===== src/hdl/fpr_pkg.sv =====
// Package of the framed packet receiver: result kinds, result record and reset constants.
// Depends on nothing; used by the interfaces, the sub-modules and the top level.
package fpr_pkg;

   localparam int unsigned BYTE_W = 8;
   localparam logic [BYTE_W-1:0] HEADER_RESET = 8'hF9;

   typedef enum logic [1:0] {
      KIND_PAYLOAD = 2'd0,
      KIND_GOOD    = 2'd1,
      KIND_BAD     = 2'd2
   } kind_type;

   // One result as produced by the parser for the output register.
   typedef struct packed {
      logic              emit;
      kind_type          kind;
      logic [BYTE_W-1:0] payload;
      logic              frame_end;
   } result_type;

endpackage


===== src/hdl/fpr_req_if.sv =====
// Input channel of the framed packet receiver: one received byte per transfer.
// Depends on fpr_pkg.
interface fpr_req_if;
   logic                         valid;
   logic                         ready;
   logic [fpr_pkg::BYTE_W-1:0]   rx_byte;

   modport source (output valid, output rx_byte, input ready);
   modport sink   (input valid, input rx_byte, output ready);
endinterface


===== src/hdl/fpr_rsp_if.sv =====
// Result channel of the framed packet receiver: payload bytes and end-of-frame status.
// Depends on fpr_pkg.
interface fpr_rsp_if;
   logic                         valid;
   logic                         ready;
   fpr_pkg::kind_type            result_kind;
   logic [fpr_pkg::BYTE_W-1:0]   payload_byte;
   logic                         frame_end;

   modport source (output valid, output result_kind, output payload_byte, output frame_end,
                   input ready);
   modport sink   (input valid, input result_kind, input payload_byte, input frame_end,
                   output ready);
endinterface


===== src/hdl/fpr_parser.sv =====
// Frame parser: phase state machine, length counter and Fletcher-8 running sums.
// Depends on fpr_pkg.
module fpr_parser (
   input  logic                         clock,
   input  logic                         reset,
   input  logic                         accept,
   input  logic [fpr_pkg::BYTE_W-1:0]   rx_byte,
   input  logic [fpr_pkg::BYTE_W-1:0]   header,
   output fpr_pkg::result_type          result
);

   typedef enum logic [2:0] {
      PH_HUNT = 3'd0,
      PH_LEN  = 3'd1,
      PH_DATA = 3'd2,
      PH_CHKA = 3'd3,
      PH_CHKB = 3'd4
   } phase_type;

   phase_type                    phase_ff, phase_in;
   logic [fpr_pkg::BYTE_W-1:0]   bytes_left_ff, bytes_left_in;
   logic [fpr_pkg::BYTE_W-1:0]   sum_a_ff, sum_a_in;
   logic [fpr_pkg::BYTE_W-1:0]   sum_b_ff, sum_b_in;
   logic [fpr_pkg::BYTE_W-1:0]   check_a_ff, check_a_in;

   always_comb begin
      phase_in      = phase_ff;
      bytes_left_in = bytes_left_ff;
      sum_a_in      = sum_a_ff;
      sum_b_in      = sum_b_ff;
      check_a_in    = check_a_ff;
      result        = '0;
      result.kind   = fpr_pkg::KIND_PAYLOAD;
      unique case (phase_ff)
         PH_LEN: begin
            bytes_left_in = rx_byte;
            sum_a_in      = '0;
            sum_b_in      = '0;
            phase_in      = (rx_byte == '0) ? PH_CHKA : PH_DATA;
         end
         PH_DATA: begin
            sum_a_in      = sum_a_ff + rx_byte;
            sum_b_in      = sum_b_ff + sum_a_in;
            bytes_left_in = bytes_left_ff - 1'b1;
            if (bytes_left_in == '0) begin
               phase_in = PH_CHKA;
            end
            result.emit    = accept;
            result.kind    = fpr_pkg::KIND_PAYLOAD;
            result.payload = rx_byte;
         end
         PH_CHKA: begin
            check_a_in = rx_byte;
            phase_in   = PH_CHKB;
         end
         PH_CHKB: begin
            phase_in         = PH_HUNT;
            result.emit      = accept;
            result.kind      = ((check_a_ff == sum_a_ff) && (rx_byte == sum_b_ff)) ?
                               fpr_pkg::KIND_GOOD : fpr_pkg::KIND_BAD;
            result.frame_end = 1'b1;
         end
         default: begin
            phase_in = (rx_byte == header) ? PH_LEN : PH_HUNT;
         end
      endcase
   end

   always_ff @(posedge clock) begin
      if (reset) begin
         phase_ff      <= PH_HUNT;
         bytes_left_ff <= '0;
         sum_a_ff      <= '0;
         sum_b_ff      <= '0;
         check_a_ff    <= '0;
      end else if (accept) begin
         phase_ff      <= phase_in;
         bytes_left_ff <= bytes_left_in;
         sum_a_ff      <= sum_a_in;
         sum_b_ff      <= sum_b_in;
         check_a_ff    <= check_a_in;
      end
   end

endmodule


===== src/hdl/fpr_out_stage.sv =====
// Output register of the framed packet receiver, holding one result for the sink.
// Depends on fpr_pkg.
module fpr_out_stage (
   input  logic                         clock,
   input  logic                         reset,
   input  fpr_pkg::result_type          result,
   output logic                         can_accept,
   output logic                         out_valid,
   input  logic                         out_ready,
   output fpr_pkg::kind_type            out_kind,
   output logic [fpr_pkg::BYTE_W-1:0]   out_payload,
   output logic                         out_frame_end
);

   logic                         valid_ff;
   fpr_pkg::kind_type            kind_ff;
   logic [fpr_pkg::BYTE_W-1:0]   payload_ff;
   logic                         frame_end_ff;

   // The register may take a new result when it is empty or being emptied now.
   assign can_accept = !valid_ff || out_ready;

   always_ff @(posedge clock) begin
      if (reset) begin
         valid_ff <= 1'b0;
      end else if (result.emit) begin
         valid_ff <= 1'b1;
      end else if (out_ready) begin
         valid_ff <= 1'b0;
      end
   end

   always_ff @(posedge clock) begin
      if (result.emit) begin
         kind_ff      <= result.kind;
         payload_ff   <= result.payload;
         frame_end_ff <= result.frame_end;
      end
   end

   assign out_valid     = valid_ff;
   assign out_kind      = kind_ff;
   assign out_payload   = payload_ff;
   assign out_frame_end = frame_end_ff;

endmodule


===== src/hdl/framed_packet_receiver_core.sv =====
// Top level of the framed packet receiver: header register, parser and output register.
// Depends on fpr_pkg, fpr_req_if, fpr_rsp_if, fpr_parser and fpr_out_stage.
//
//   channel   direction  transfer carries
//   req_chan  in         rx_byte, one received byte
//   rsp_chan  out        result_kind, payload_byte, frame_end
//   csr_*     in         header_value write (csr_we, csr_wdata)
//
// Each byte is parsed by the phase logic as it is accepted and any result lands in the
// output register at the same clock edge, so one byte per cycle is sustained while
// rsp_chan takes each result. A payload byte appears on rsp_chan in the cycle after its
// transfer. Synchronous reset returns the parser to hunting, the header to 0xF9 and
// empties the output register. While a result waits un-taken, req_chan.ready stays low.
module framed_packet_receiver_core (
   input  logic                         clock,
   input  logic                         reset,
   fpr_req_if.sink                      req_chan,
   fpr_rsp_if.source                    rsp_chan,
   input  logic                         csr_we,
   input  logic [fpr_pkg::BYTE_W-1:0]   csr_wdata
);

   logic [fpr_pkg::BYTE_W-1:0]   header_ff;
   logic                         can_accept;
   logic                         accept;
   fpr_pkg::result_type          result;

   // The header value takes effect at the next byte examined while hunting.
   always_ff @(posedge clock) begin
      if (reset) begin
         header_ff <= fpr_pkg::HEADER_RESET;
      end else if (csr_we) begin
         header_ff <= csr_wdata;
      end
   end

   // A byte is taken whenever the output register can hold whatever it may produce.
   assign req_chan.ready = can_accept;
   assign accept         = req_chan.valid && can_accept;

   fpr_parser u_parser (
      .clock   (clock),
      .reset   (reset),
      .accept  (accept),
      .rx_byte (req_chan.rx_byte),
      .header  (header_ff),
      .result  (result)
   );

   fpr_out_stage u_out (
      .clock         (clock),
      .reset         (reset),
      .result        (result),
      .can_accept    (can_accept),
      .out_valid     (rsp_chan.valid),
      .out_ready     (rsp_chan.ready),
      .out_kind      (rsp_chan.result_kind),
      .out_payload   (rsp_chan.payload_byte),
      .out_frame_end (rsp_chan.frame_end)
   );

endmodule


===== src/flat_wrapper.sv =====
// flat-port wrapper written by rule: the top's interface ports become plain ports
module framed_packet_receiver_core_flat 
  (clock, reset, csr_we, csr_wdata, req_chan_valid, req_chan_rx_byte, req_chan_ready, rsp_chan_valid, rsp_chan_result_kind, rsp_chan_payload_byte, rsp_chan_frame_end, rsp_chan_ready);
  fpr_req_if req_chan_i ();
  fpr_rsp_if rsp_chan_i ();
  input  logic clock;
  input  logic reset;
  input  logic csr_we;
  input  logic [fpr_pkg::BYTE_W-1:0] csr_wdata;
  input wire logic [$bits(req_chan_i.valid)-1:0] req_chan_valid;
  input wire logic [$bits(req_chan_i.rx_byte)-1:0] req_chan_rx_byte;
  output wire logic [$bits(req_chan_i.ready)-1:0] req_chan_ready;
  output wire logic [$bits(rsp_chan_i.valid)-1:0] rsp_chan_valid;
  output wire logic [$bits(rsp_chan_i.result_kind)-1:0] rsp_chan_result_kind;
  output wire logic [$bits(rsp_chan_i.payload_byte)-1:0] rsp_chan_payload_byte;
  output wire logic [$bits(rsp_chan_i.frame_end)-1:0] rsp_chan_frame_end;
  input wire logic [$bits(rsp_chan_i.ready)-1:0] rsp_chan_ready;
  assign req_chan_i.valid = req_chan_valid;
  assign req_chan_i.rx_byte = req_chan_rx_byte;
  assign req_chan_ready = req_chan_i.ready;
  assign rsp_chan_valid = rsp_chan_i.valid;
  assign rsp_chan_result_kind = rsp_chan_i.result_kind;
  assign rsp_chan_payload_byte = rsp_chan_i.payload_byte;
  assign rsp_chan_frame_end = rsp_chan_i.frame_end;
  assign rsp_chan_i.ready = rsp_chan_ready;
  framed_packet_receiver_core u_core (.clock(clock), .reset(reset), .req_chan(req_chan_i), .rsp_chan(rsp_chan_i), .csr_we(csr_we), .csr_wdata(csr_wdata));
endmodule

===== config.mk =====
export PLATFORM = sky130hd
export DESIGN_NAME = framed_packet_receiver_core_flat
export DESIGN_NICKNAME = d
export VERILOG_FILES = /design/src/hdl/fpr_pkg.sv /design/src/hdl/fpr_req_if.sv /design/src/hdl/fpr_rsp_if.sv /design/src/hdl/fpr_parser.sv /design/src/hdl/fpr_out_stage.sv /design/src/hdl/framed_packet_receiver_core.sv /design/src/flat_wrapper.sv
export SDC_FILE = /design/constraint.sdc
export NUM_CORES = 1
export LEC_CHECK = 0
export ABC_AREA = 1
export CORE_MARGIN = 4
export CORE_UTILIZATION = 50
export DETAILED_ROUTE_END_ITERATION = 7
export DONT_BUFFER_PORTS = 1
export PLACE_DENSITY_LB_ADDON = 0.12
export SYNTH_ARGS = -nofsm -noshare
export SYNTH_HDL_FRONTEND = slang
export SYNTH_SLANG_ARGS = --single-unit

===== constraint.sdc =====
create_clock -name clock -period 2.3 [get_ports clock]
set_input_delay 0 -clock clock [delete_from_list [all_inputs] [get_ports clock]]
set_output_delay 0 -clock clock [all_outputs]
set_load 0.005 [all_outputs]

==> results.yml, run 1 <==
run_status:
  status: "complete, but fails checks"
  violations: "negative hold slack, negative setup slack"
power_and_ir_drop:
  switchingPower_mw: 0.768
  vdd_drop_max_uv: 293
  netSwitchingFraction_pct: 33.1
  p_total_mw: 2.32
  internal_power_mw: 1.55
  powerDensity_mw_per_mm2: 589
  clock_power_share_pct: 23.8
  p_leak_nw: 1.78
  power_frac_comb_pct: 29.0
  power_frac_seq_pct: 47.2
floorplanning:
  dieArea_mm2: 0.00780
  io_pins: 34
  die_h_um: 88.3
  rows: 29
  start_util_pct: 51.1
  die_w_um: 88.3
  core_area_mm2: 0.00631
final_layout:
  utilization_pct: 62.3
  syn_to_final_growth_pct: 22.0
  final_cell_mix: "nand2_1 (99), inv_1 (43), dfxtp_1 (43)"
  drive_above_1_share_pct: 16.1
  diodes: 0
  final_cell_area_mm2: 0.00394
  final_common_cell: "nand2_1"
  stdcell_count: 549
  nets: 510
sta:
  slew_headroom_pct: 62.8
  period_needed_ps: 2310
  skew_ps: 5.63
  hold_viol: 8
  finalSetupViolations: 1
  finalCritPeriodShare_pct: 100
  rsz0062_at_grt: "true"
  tightestPinTransition_ps: 557
  slew_viol_final: 0
  setup_ws_ps: -7.01
  timing.hold.ws_ps: -251
  fmax_mhz: 433
setup_path:
  start_kind: "flip-flop"
  rr_endpoint: "u_core.u_parser.sum_b_ff[7]"
  cp-end-kind: "flip-flop"
  critPathKind: "flip-flop to flip-flop"
  arrival_ps: 2570
  ff2ff_path_depth: 14
  path_max_fanout: 3
  regToRegSetupSlack_ps: -7
  r2r_start: "u_core.u_parser.sum_a_ff[0]"
  crit_start: "u_core.u_parser.sum_a_ff[0]"
  crit_required_ps: 2560
  critPathCapture: "u_core.u_parser.sum_b_ff[7]"
logic_synthesis:
  async_reset_ff_share_pct: 0
  synthTopCellsByArea: "dfxtp_1 (27%), nand2_1 (12%), edfxtp_1 (10%)"
  synth_cell_type_count: 42
  ys.warnings.count: 0
  yosysSeqAreaShare_pct: 37.5
  synth-main-ff-cell: "dfxtp_1"
  synth_edf_count: 11
  synth_top_cell_area_share_pct: 27.3
  syn-cell-area_mm2: 0.00323
  synth_nets: 464
  synth-seq-cells: 55
  syn_avg_cell_area_um2: 7.59
  synth_top_cell_by_area: "dfxtp_1"
  syn_inst: 425
detailed_routing:
  drt_iter0_drc: 86
  routed_wl_um: 8210
  drc: 0
  detail-route-antenna-nets: 0
  firstDrtPassIters: 4
  routedWlPerCell_um: 14.9
  vias: 2925
  drt-vias-per-instance: 5.33
grt:
  grt_use_total_pct: 22.5
  grt_start_max_net_pins: 26
  grt_pass1_vias: 2867
  grt_overflow_total: 0
  antenna_found_initial: 0
  grt_pass1_wl_um: 13500
min_path:
  holdCritPathClass: "input pin to flip-flop"
  hold_start: "reset"
placed_design:
  dp_hpwl_um: 5740
  gp_congestion: 0.865
  place_area_mm2: 0.00339
  dp.cells: 508
  io_buffer_count: 0
clock_tree:
  cts_tree: "yes"
  root_buffer: "clkbuf_8"
  path_clk_slew_ps: 100
  cts.sinks: 55
  holdBufCountCts: 32
  htreeDepth: 2
  clockBufferDepth: 2
  cts-buffers-inserted: 5
  clock_latency_ps: 320
job:
  max_cap_viol_count: 0
==> worst min path at each step <==
stage                                              to  slack (ps)  cells past startpoint
after floorplan                        req_chan_ready         100                      2
after global placement    u_core.u_parser.sum_b_ff[7]          70                      1
after detailed placement  u_core.u_parser.sum_b_ff[7]          70                      1
after CTS                 u_core.u_parser.sum_b_ff[7]        -270                      1
final                     u_core.u_parser.sum_b_ff[7]        -250                      1
after global routing      u_core.u_parser.sum_b_ff[7]        -280                      1
==> state kept, by name (all words and copies together), names as in the netlist <==
signal,count
u_core.u_out.out_payload,8
u_core.u_out.out_kind,2
u_core.u_parser.phase_ff,3
u_core.u_parser.sum_a_ff,8
u_core.u_parser.sum_b_ff,8
u_core.u_parser.check_a_ff,8
u_core.u_out.out_frame_end,1
u_core.u_out.out_valid,1
u_core.u_parser.bytes_left_ff,8
u_core.header_ff,8
==> through the flow <==
step | setup WS [ps] | TNS (ps)
3_5_place_dp | -150 | -234
3_3_place_gp | -64.4 | -74.1
2_1_floorplan | 2.21 | 0
4_1_cts | -52.2 | -99.7
6_report | -7.01 | -7.01
5_1_grt | -166 | -382
==> area by class of cell <==
cell class,count,area [um2]
tap,77,96.3
sequential,55,1210
clock inverter,3,20.0
timing repair buffer,51,460
clock buffer,5,68.8
fill,577,2380
inverter,54,203
multi-input combinational,304,1880
==> kinds of logic after synthesis <==
kind of cell             after synthesis  share of synthesized area [%]
AND/OR/NAND/NOR                      179                           24.8
buffers and inverters                 66                           8.26
XOR/XNOR                              23                           6.48
adder cells (fa/ha/maj)               18                           7.44
AO/OA/AOI/OAI                         84                           15.5
flip-flops                            55                           37.5
==> critical path, stage by stage, from the launching register on <==
cell and delay, ps:
dfxtp_2 350, ha_4 160, fa_2 400, a31oi_4 150, xor2_1 170, inv_1 100
ha_4 280, inv_2 40, nor3_2 170, nand2_1 80, nand3_2 70, inv_2 40
nand3_2 50, nand3_2 70, a21oi_2 110
==> power groups by stage <==
stage               clock network (mW)  logic, mW  registers, mW
CTS                              0.564      0.635           1.09
detailed placement                   0      0.566           1.12
global placement                     0      0.556           1.11
floorplan                            0      0.440           1.10
global route                     0.603      0.755           1.10
finish                           0.552      0.673           1.10
==> cells in the mapped netlist (2+ instances only) <==
master    number
nand3_2        6
nand3_1       22
o22ai_1        3
buf_4          2
clkbuf_1       6
inv_1         45
fa_1           2
a31oi_1        3
o21ai_1        3
nand2_1      101
buf_2          3
nor3_1         5
edfxtp_1      11
nand4_1        6
inv_2          8
a21oi_1       44
o21ai_0       19
ha_1          16
xnor2_1       11
xor2_1        11
o21bai_1       2
a221oi_2       2
dfxtp_1       44
a211oi_1       2
nand2_2        2
nor2_1        30
==> what timing repair did <==
action                     CTS  global route
pin swaps                   14            11
resized for setup           10            13
setup endpoints to repair    3             6
buffers inserted             1             1
hold endpoints to repair    48             8
==> metal layers <==
layer  routed length [um]  GRT usage [%]  vias up
met1                 3620           27.0     1368
met4                  187           8.52        0
met2                 4150           40.1       51
met5                    0              0        -
li1                     -              -     1491
met3                  245           3.63       15
Note: power is estimated with default switching activity, not from simulation.
==> run 2: changes to the inputs <==
GPL_ROUTABILITY_DRIVEN = 0   (was not set)
SKIP_CTS_REPAIR_TIMING = 1   (was not set)
==> run 2 against run 1 <==
Compared with the run above: the run still ends with negative hold slack, negative setup slack left; count of clock-buffer cells in the layout unchanged; clock power barely moved; hold slack better by 220 ps; non-clock buffer count is 10 lower; setup slack lost 63 ps; clock skew rose by 1.6 ps; die area did not move; critical path type unchanged; largest power group unchanged; highest routed layer unchanged.
==> results.yml, run 2 (synthesis gave the netlist of run 1 again) <==
sta:
  rsz0062_at_grt: "true"
  setup_ws_ps: -70.0
  fmax_mhz: 422
  slew_viol_final: 0
  finalCritPeriodShare_pct: 103
  tns_ps: -139
  timing.hold.ws_ps: -26.6
  slew_headroom_pct: 61.8
  period_needed_ps: 2370
  finalSetupViolations: 3
  skew_ps: 7.26
  hold_viol: 1
  tightestPinTransition_ps: 572
detailed_routing:
  routedWlPerCell_um: 14.8
  vias: 2886
  drt-vias-per-instance: 5.35
  drc: 0
  firstDrtPassIters: 4
  routed_wl_um: 7980
  detail-route-antenna-nets: 0
  drt_iter0_drc: 100
floorplanning:
  io_pins: 34
  dieArea_mm2: 0.00780
  die_h_um: 88.3
  die_w_um: 88.3
  rows: 29
  core_area_mm2: 0.00631
  start_util_pct: 51.1
placed_design:
  dp_hpwl_um: 5740
  io_buffer_count: 0
run_status:
  violations: "negative hold slack, negative setup slack"
  status: "complete, but fails checks"
setup_path:
  arrival_ps: 2630
  cp-end-kind: "flip-flop"
  crit_required_ps: 2560
  start_kind: "flip-flop"
  path_max_fanout: 3
  critPathKind: "flip-flop to flip-flop"
final_layout:
  diodes: 0
  nets: 500
  final_common_cell: "nand2_1"
  syn_to_final_growth_pct: 17.3
  final_cell_mix: "nand2_1 (100), inv_1 (44), a21oi_1 (43), dfxtp_1 (43), nor2_1 (30)"
  drive_above_1_share_pct: 14.5
grt:
  grt_pass1_wl_um: 12500
  antenna_found_initial: 0
  grt_overflow_total: 0
  grt_use_total_pct: 20.8
  grt_pass1_vias: 2623
  grt_start_max_net_pins: 26
min_path:
  holdCritPathClass: "input pin to flip-flop"
clock_tree:
  path_clk_slew_ps: 100
  cts-buffers-inserted: 5
  htreeDepth: 2
  root_buffer: "clkbuf_8"
  cts.sinks: 55
  clockBufferDepth: 2
  cts_tree: "yes"
  clock_latency_ps: 310
power_and_ir_drop:
  p_leak_nw: 1.70
  p_total_mw: 2.29
  powerDensity_mw_per_mm2: 604
  vdd_drop_max_uv: 289
job:
  max_cap_viol_count: 0
==> run 2: cell types whose count changed in the layout (fill, tap and decap cells not counted), sizes merged <==
cell	before	now
buf	20	21
dlygate4sd3	31	20
==> run 2: final cells by class <==
| type | instances | area [um2] |
|---|---|---|
| fillers | 608 | 2530 |
| multi-input cells | 304 | 1820 |
| flip-flops and latches | 55 | 1210 |
| repair buffers | 41 | 370 |
| inverters | 54 | 203 |
| well taps | 77 | 96.3 |
| clock buffers | 5 | 68.8 |
| clock inverters | 3 | 20.0 |
==> run 2: worst max-delay path: stages (launching register included) <==
cell     delay (ps)
dfxtp_2         350
ha_4            160
fa_2            430
nand4_1          90
nand3_1         100
xor2_1          170
ha_1            320
nand2_1          70
nor3_2          180
nand2_1          80
nand3_2          70
inv_2            40
nand3_2          60
nand3_2          70
a21oi_2         130
==> run 2: through the flow <==
stage	cell area, um2	util, %	std cells	hold WS [ps]	setup slack (ps)
finish	3790	60.0	539	-26.6	-70.0
global route	3790	60.0	539	9.23	-209
CTS	3480	55.2	516	-275	-175
detailed placement	3390	53.8	508	69.9	-150
global placement	3390	53.8	508	69.8	-64.4
floorplan	3230	-	425	100	2.21
==> run 2: final timing paths <==
| path | start | endpoint | slack, ps | cells past startpoint |
|---|---|---|---|---|
| max | u_core.u_parser.sum_a_ff[0] | u_core.u_parser.sum_b_ff[7] | -70 | 14 |
| min reg2reg | u_core.header_ff[1] | u_core.header_ff[1] | 490 | 2 |
| min | req_chan_rx_byte[0] | u_core.u_parser.sum_a_ff[0] | -30 | 3 |
| max reg2reg | u_core.u_parser.sum_a_ff[0] | u_core.u_parser.sum_b_ff[7] | -70 | 14 |
==> run 2: routing by layer <==
| layer | up-vias | GRT usage [%] | wire length, um |
|---|---|---|---|
| met5 | - | 0 | 0 |
| met4 | 0 | 8.65 | 123 |
| met3 | 10 | 3.82 | 349 |
| met2 | 66 | 35.2 | 3940 |
| met1 | 1339 | 26.2 | 3570 |
| li1 | 1471 | - | - |
==> run 2: power breakdown <==
part | total (mW) | internal, mW | switching (mW) | leakage (nW)
Clock | 0.552 | 0.213 | 0.339 | 0.0402
Combinational | 0.641 | 0.271 | 0.371 | 1.20
Sequential | 1.09 | 1.05 | 0.0495 | 0.463
Total | 2.29 | 1.53 | 0.759 | 1.70
==> run 3: changes to the inputs <==
CORE_UTILIZATION = 31   (was 50)
==> run 3 against run 2 <==
Compared with the run above: sequential power about the same; cell count grew 13%; highest routed layer unchanged; the run still ends with negative hold slack, negative setup slack left; critical path depth unchanged; largest power group unchanged; global-route usage is 6.3 points lower; clock skew is 1.4 ps higher; setup slack got worse by 15 ps; critical path type unchanged; via count shrank 0.55%; register-to-register slack hardly changed.
==> results.yml, run 3 (synthesis gave the netlist of run 1 again) <==
grt:
  grt_start_max_net_pins: 26
  grt_use_total_pct: 14.6
  grt_pass1_vias: 2678
  grt_overflow_total: 0
  antenna_found_initial: 0
  grt_pass1_wl_um: 13700
clock_tree:
  cts_tree: "yes"
  cts-buffers-inserted: 5
  clock_latency_ps: 310
  clockBufferDepth: 2
  htreeDepth: 2
  root_buffer: "clkbuf_8"
  path_clk_slew_ps: 110
  cts.sinks: 55
sta:
  tightestPinTransition_ps: 623
  setup_ws_ps: -84.6
  hold_viol: 9
  tns_ps: -168
  finalSetupViolations: 3
  timing.hold.ws_ps: -258
  skew_ps: 8.68
  finalCritPeriodShare_pct: 104
  fmax_mhz: 419
  slew_headroom_pct: 58.4
  period_needed_ps: 2380
  rsz0062_at_grt: "true"
  slew_viol_final: 0
detailed_routing:
  drt_iter0_drc: 135
  routedWlPerCell_um: 14.3
  detail-route-antenna-nets: 0
  drc: 0
  firstDrtPassIters: 7
  drt-vias-per-instance: 4.70
  routed_wl_um: 8710
  vias: 2870
final_layout:
  nets: 515
  stdcell_count: 610
  final_cell_mix: "nand2_1 (98), inv_1 (43), dfxtp_1 (43)"
  fill_cells: 1032
  drive_above_1_share_pct: 17.8
  utilization_pct: 40.8
  final_cell_area_mm2: 0.00406
  final-seq-area_mm2: 0.00121
  syn_to_final_growth_pct: 25.9
  final_common_cell: "nand2_1"
  multi_input_area_mm2: 0.00190
  diodes: 0
setup_path:
  start_kind: "flip-flop"
  worst_path_most_repeated_cell: "nand3_2"
  arrival_ps: 2640
  crit_required_ps: 2560
  crit_path_max_incr_delay_ps: 440
  cp_slowest_cell: "fa_2"
  path_max_fanout: 4
  critPathKind: "flip-flop to flip-flop"
  cp-end-kind: "flip-flop"
  path_cells: "ha_4, fa_2, nand4_1, nand3_2, xor2_2, ha_1, nand2_1, nor3_2, nand2_1, nand3_2, inv_2, nand3_2, nand3_2, a21oi_2"
run_status:
  status: "complete, but fails checks"
  violations: "negative hold slack, negative setup slack"
floorplanning:
  start_util_pct: 32.4
  die_w_um: 110
  dieArea_mm2: 0.0121
  core_area_mm2: 0.00995
  io_pins: 34
  die_h_um: 110
  rows: 36
placed_design:
  io_buffer_count: 0
  pre_cts_slack_ps: -156
  dp.cells: 570
  dp_hpwl_um: 6190
  place_area_mm2: 0.00351
power_and_ir_drop:
  powerDensity_mw_per_mm2: 573
  vdd_drop_max_uv: 281
  p_total_mw: 2.33
  p_leak_nw: 1.82
job:
  max_cap_viol_count: 0
min_path:
  holdCritPathClass: "input pin to flip-flop"
-- run 3: where the power goes --
part           switching [mW]  total, mW  internal [mW]  leakage (nW)
sequential             0.0509       1.10           1.05         0.463
combinational           0.379      0.680          0.301          1.31
clock                   0.338      0.552          0.214        0.0412
-- run 3: metal layers --
layer | GRT usage, % | part of all wire, % | vias to the layer above
met2 | 23.2 | 47 | 58
met1 | 20.1 | 47 | 1310
met3 | 2.85 | 5.4 | 4
li1 | - | - | 1498
met5 | 0 | 0 | -
met4 | 3.92 | 0.68 | 0
-- run 3: final cells by class --
type / count / area share (%)
Multi-Input combinational cell: 304 / 46.8
Sequential cell: 55 / 29.8
Clock buffer: 6 / 1.79
Inverter: 54 / 4.99
Tap cell: 133 / 4.10
Clock inverter: 2 / 0.308
Timing Repair Buffer: 56 / 12.2
-- run 3: worst paths after layout --
| path | start | end | slack, ps | depth (start not counted) |
|---|---|---|---|---|
| hold / removal | reset | u_core.u_parser.sum_b_ff[4] | -260 | 1 |
| setup / recovery | u_core.u_parser.sum_a_ff[0] | u_core.u_parser.sum_b_ff[7] | -80 | 14 |
| setup reg to reg | u_core.u_parser.sum_a_ff[0] | u_core.u_parser.sum_b_ff[7] | -80 | 14 |
| hold reg to reg | u_core.header_ff[1] | u_core.header_ff[1] | 490 | 2 |
-- run 3: critical path: cells and delay by family (launching register included) --
kind                     cells  cell delay [ps]
adder cells (fa/ha/maj)      3              950
XOR/XNOR                     1              160
buffers and inverters        1               40
AND/OR/NAND/NOR              8              710
AO/OA/AOI/OAI                1              130
flip-flops                   1              350
